## src/hdl/tsc_pkg.sv

```systemverilog
`default_nettype none

package tsc_pkg;

  localparam int unsigned TIME_W   = 64;
  localparam int unsigned FREQ_W   = 32;
  localparam int unsigned PROD_W   = TIME_W + FREQ_W;
  localparam int unsigned CFG_IDX_W  = 8;
  localparam int unsigned CFG_DATA_W = 32;

  // Quotient bits resolved in each divider stage.
  localparam int unsigned DIV_BITS_PER_STAGE = 4;
  localparam int unsigned DIV_STAGES = PROD_W / DIV_BITS_PER_STAGE;

  localparam logic [FREQ_W-1:0] NS_PER_SECOND = 32'd1_000_000_000;
  localparam logic [FREQ_W-1:0] FREQ_RESET    = NS_PER_SECOND;

  localparam logic [CFG_IDX_W-1:0] REG_COUNTER_FREQ_HZ = 8'd0;
  localparam logic [CFG_IDX_W-1:0] REG_SERVICE_ENABLED = 8'd1;

  localparam logic ACTION_NS_TO_TICKS = 1'b0;
  localparam logic ACTION_TICKS_TO_NS = 1'b1;

  localparam logic STATUS_OK            = 1'b0;
  localparam logic STATUS_NOT_AVAILABLE = 1'b1;

  typedef struct packed {
    logic                     action;
    logic signed [TIME_W-1:0] time_value;
  } tsc_in_t;

  typedef struct packed {
    logic signed [TIME_W-1:0] converted_value;
    logic                     status;
    logic                     overflow;
  } tsc_out_t;

  // Per-item flags that ride alongside the arithmetic.
  typedef struct packed {
    logic negative;
    logic disabled;
    logic div_zero;
  } tsc_side_t;

endpackage

`default_nettype wire

```

## src/hdl/tsc_out.sv

```systemverilog
`default_nettype none

module tsc_out
  import tsc_pkg::*;
(
  input  wire logic     clk,
  input  wire logic     rst_n,
  input  wire logic     valid_i,
  input  wire tsc_out_t data_i,
  input  wire logic     out_stall,
  output logic          out_valid,
  output tsc_out_t      out_data,
  output logic          full
);

  logic     out_valid_r;
  tsc_out_t out_data_r;
  logic     skid_valid_r;
  tsc_out_t skid_data_r;
  logic     take;

  assign take = out_valid_r && !out_stall;

  // While the skid register is full the pipeline is frozen, so valid_i is
  // only consumed when the skid register is empty.
  always_ff @(posedge clk) begin
    if (!rst_n) begin
      out_valid_r  <= 1'b0;
      skid_valid_r <= 1'b0;
    end else if (skid_valid_r) begin
      if (take) begin
        skid_valid_r <= 1'b0;
      end
    end else if (!out_valid_r || take) begin
      out_valid_r <= valid_i;
    end else if (valid_i) begin
      skid_valid_r <= 1'b1;
    end
  end

  always_ff @(posedge clk) begin
    if (skid_valid_r) begin
      if (take) begin
        out_data_r <= skid_data_r;
      end
    end else if (!out_valid_r || take) begin
      if (valid_i) begin
        out_data_r <= data_i;
      end
    end else if (valid_i) begin
      skid_data_r <= data_i;
    end
  end

  assign out_valid = out_valid_r;
  assign out_data  = out_data_r;
  assign full      = skid_valid_r;

endmodule

`default_nettype wire

```

## config.mk

```make
export PLATFORM = sky130hd
export DESIGN_NAME = tsc_out
export DESIGN_NICKNAME = d
export VERILOG_FILES = /design/src/hdl/tsc_pkg.sv /design/src/hdl/tsc_out.sv
export SDC_FILE = /design/constraint.sdc
export NUM_CORES = 1
export LEC_CHECK = 0
export ABC_AREA = 1
export BUFFER_PORTS_ARGS = -buffer_cell sky130_fd_sc_hd__buf_2
export CORE_ASPECT_RATIO = 1.25
export CORE_MARGIN = 2
export CORE_UTILIZATION = 51
export CTS_CLUSTER_DIAMETER = 200
export DETAILED_ROUTE_END_ITERATION = 6
export HOLD_SLACK_MARGIN = 0.03
export PLACE_DENSITY = 0.89
export SYNTH_ARGS = -nofsm -noshare
export SYNTH_HDL_FRONTEND = slang
export SYNTH_SLANG_ARGS = --single-unit
```

## constraint.sdc

```tcl
create_clock -name clk -period 5.75 [get_ports clk]
set_clock_uncertainty 0.2 [all_clocks]
set_input_delay 1.15 -clock clk [delete_from_list [all_inputs] [get_ports clk]]
set_output_delay 1.15 -clock clk [all_outputs]
set_load 0.02 [all_outputs]
```

==> run_results.csv <==
group,metric,value,unit
placed_design,placed_cell_area,5697,um^2
min_path,min_to,"out_data[64]",
synth,synth.avg_cell_area,13.50,um^2
min_path,hp-class,"reg2reg",
finish,drive_gt1_share,32.82,%
sta,setup_viol,0,
finish,nets,579,
clocking,cts_tree,"built",
floorplanning,fp.dieH,113.9,um
routing,drcViolationCount,0,
sta,slew_headroom,27.79,%
clocking,clk_path_buf_depth,2,
clocking,clk_pin_slew,50,ps
finish,multi_input_area,799.5,um^2
critical_path,r2r_end,"out_data[52]",
finish,post_layout_nonfiller_instances,647,
placed_design,dp_cells,616,
floorplanning,core_area,9509,um^2
power_and_ir_drop,power.leakage,2.738,nW
grt,first_global_vias,3061,
floorplanning,dieArea,10470,um^2
finish,regArea,4005,um^2
sta,finalWorstSetupSlack,2458,ps
critical_path,crit_fanout,67,
power_and_ir_drop,p_sw,0.5066,mW
clocking,cts_buffers,17,
finish,syn2layout_area_growth,28.14,%
sta,hold_viol,0,
power_and_ir_drop,internal-power,1.953,mW
power_and_ir_drop,peakVddDrop,0.2197,mV
min_path,whs_path_depth,2,
grt,overflow,0,
grt,grt_start_max_net_pins,71,
critical_path,cp_data_required_time,5590,ps
sta,period_minus_slack,3292,ps
power_and_ir_drop,powerDensity,389.7,nW/um^2
finish,finalInstanceArea,6312,um^2
routing,vias,3126,
synth,ys.warnings.count,0,
synth,ys_ff_latch,134,
routing,antenna_left,0,
power_and_ir_drop,p_seq_share,46.8,%
floorplanning,ios,138,
critical_path,r2r_cells,4,
synth,seq_area_frac_synth,81.28,%
sta,timing.fmax,0.3038,GHz
sta,drv_slew,0,
routing,wl_per_cell,14.19,um
routing,drt_iter0_drc,320,
finish,layout_common_cells,"205 x nand2_1, 137 x buf_2, 132 x edfxtp_1, 17 x clkbuf_16",
run,maxCapViolCount,0,
clocking,numClockSinks,134,
finish,final_common_cell,"nand2_1",
power_and_ir_drop,pwr-share-clk,45.7,%
finish,finish.utilization,66.38,%
critical_path,startpoint_type,"register",
floorplanning,die_x,91.91,um
critical_path,end_kind,"register",
routing,wl,9180,um
clocking,htreeDepth,4,
grt,grt_pass1_wl,14190,um
critical_path,path_class,"reg2reg",
critical_path,worst_ep_arrival_time,3130,ps
clocking,cts_resized,0,
clocking,hold_buffers,0,
power_and_ir_drop,switching_share,20.59,%
floorplanning,start_util,51.80,%
power_and_ir_drop,p_comb_share,7.5,%
synth,netlist_area,4926,um^2
placed_design,place_hpwl,5873,um
clocking,worstSkewPairLatency,400,ps
critical_path,r2r_start,"full",
grt,grtUsageTotal,18.23,%
sta,holdWs,316.5,ps
min_path,min_from,"skid_data_r[64]",
run_status,outcome,"complete, no violations",
placed_design,port_buffers,137,
clocking,cts_setup_buffers,0,
power_and_ir_drop,p_total,2.460,mW
finish,n_fill_cell,690,
floorplanning,rows,40,
finish,diodes,0,
placed_design,gp_congestion,0.7057,
synth,synthCells,365,
placed_design,pre_cts_slack,2423,ps
sta,tightest_slew,1082,ps
grt,antenna_found_initial,0,
critical_path,reg2reg_slack,2460,ps
synth,synth_cell_type_count,12,
synth,synth_nets,435,
clocking,cts_root_buf,"clkbuf_16",
sta,period_share,57.25,%
sta,setup-tns-final,0,ps
routing,first_pass_iters,5,
routing,vias_per_cell,4.832,
sta,rsz0062_at_grt,"no",
==> synth_stat cells <==
cell type / number / area, um^2
inv_1: 6 / 22.52
a21oi_1: 2 / 10.01
nand3_1: 1 / 5.000
nand2_1: 205 / 769.5
buf_4: 1 / 7.510
clkbuf_1: 1 / 3.750
buf_2: 8 / 40.04
inv_2: 1 / 3.750
edfxtp_1: 132 / 3964
buf_6: 5 / 56.30
dfxtp_1: 2 / 40.04
nor2_1: 1 / 3.750
==> layout make-up <==
type	instances	share of cell area (%)
multi-input cells	209	12.67
flip-flops and latches	134	63.45
repair buffers	140	11.22
clock buffers	18	6.799
clock inverters	13	2.953
inverters	7	0.4163
well taps	126	2.498
==> registers in the layout, summed over array words and instances (netlist names) <==
signal,flops
skid_data_r,66
out_valid,1
out_data,66
full,1
==> worst max-delay path: stages, from the launching register on <==
cell,delay [ps]
dfxtp_2,320
inv_2,770
nand2_1,250
a21oi_4,760
buf_4,580
==> power groups by stage <==
stage	registers [mW]	clock network (mW)	logic, mW
5_1_grt	1.15	1.18	0.204
4_1_cts	1.15	1.14	0.188
3_5_place_dp	1.17	0	0.187
3_3_place_gp	1.17	0	0.180
2_1_floorplan	1.22	0	0.0565
6_report	1.15	1.12	0.186
==> layer usage <==
| layer | track usage (%) | part of all wire (%) |
|---|---|---|
| met5 | 0 | 0 |
| met4 | 9.055 | 1.3 |
| met3 | 4.954 | 6.0 |
| met2 | 30.64 | 52 |
| met1 | 21.80 | 40 |
==> cell families (layout without fill, tap and decap cells) <==
family	after synthesis	in the layout	share of synthesized area, %
compound gates	2	2	0.2032
simple gates	207	207	15.80
flops	134	134	81.28
buf+inv	22	178	2.718
==> worst max path at each step <==
stage,startpoint,end,slack [ps],cells past startpoint
final,full,out_data[52],2460,4
after global routing,full,out_data[52],2190,4
after CTS,full,out_data[13],2350,4
after detailed placement,full,out_data[13],2420,4
after global placement,valid_i,out_data[52],2530,4
after floorplan,out_stall,out_data[0],560,3
(Power assumes the default switching activity.)
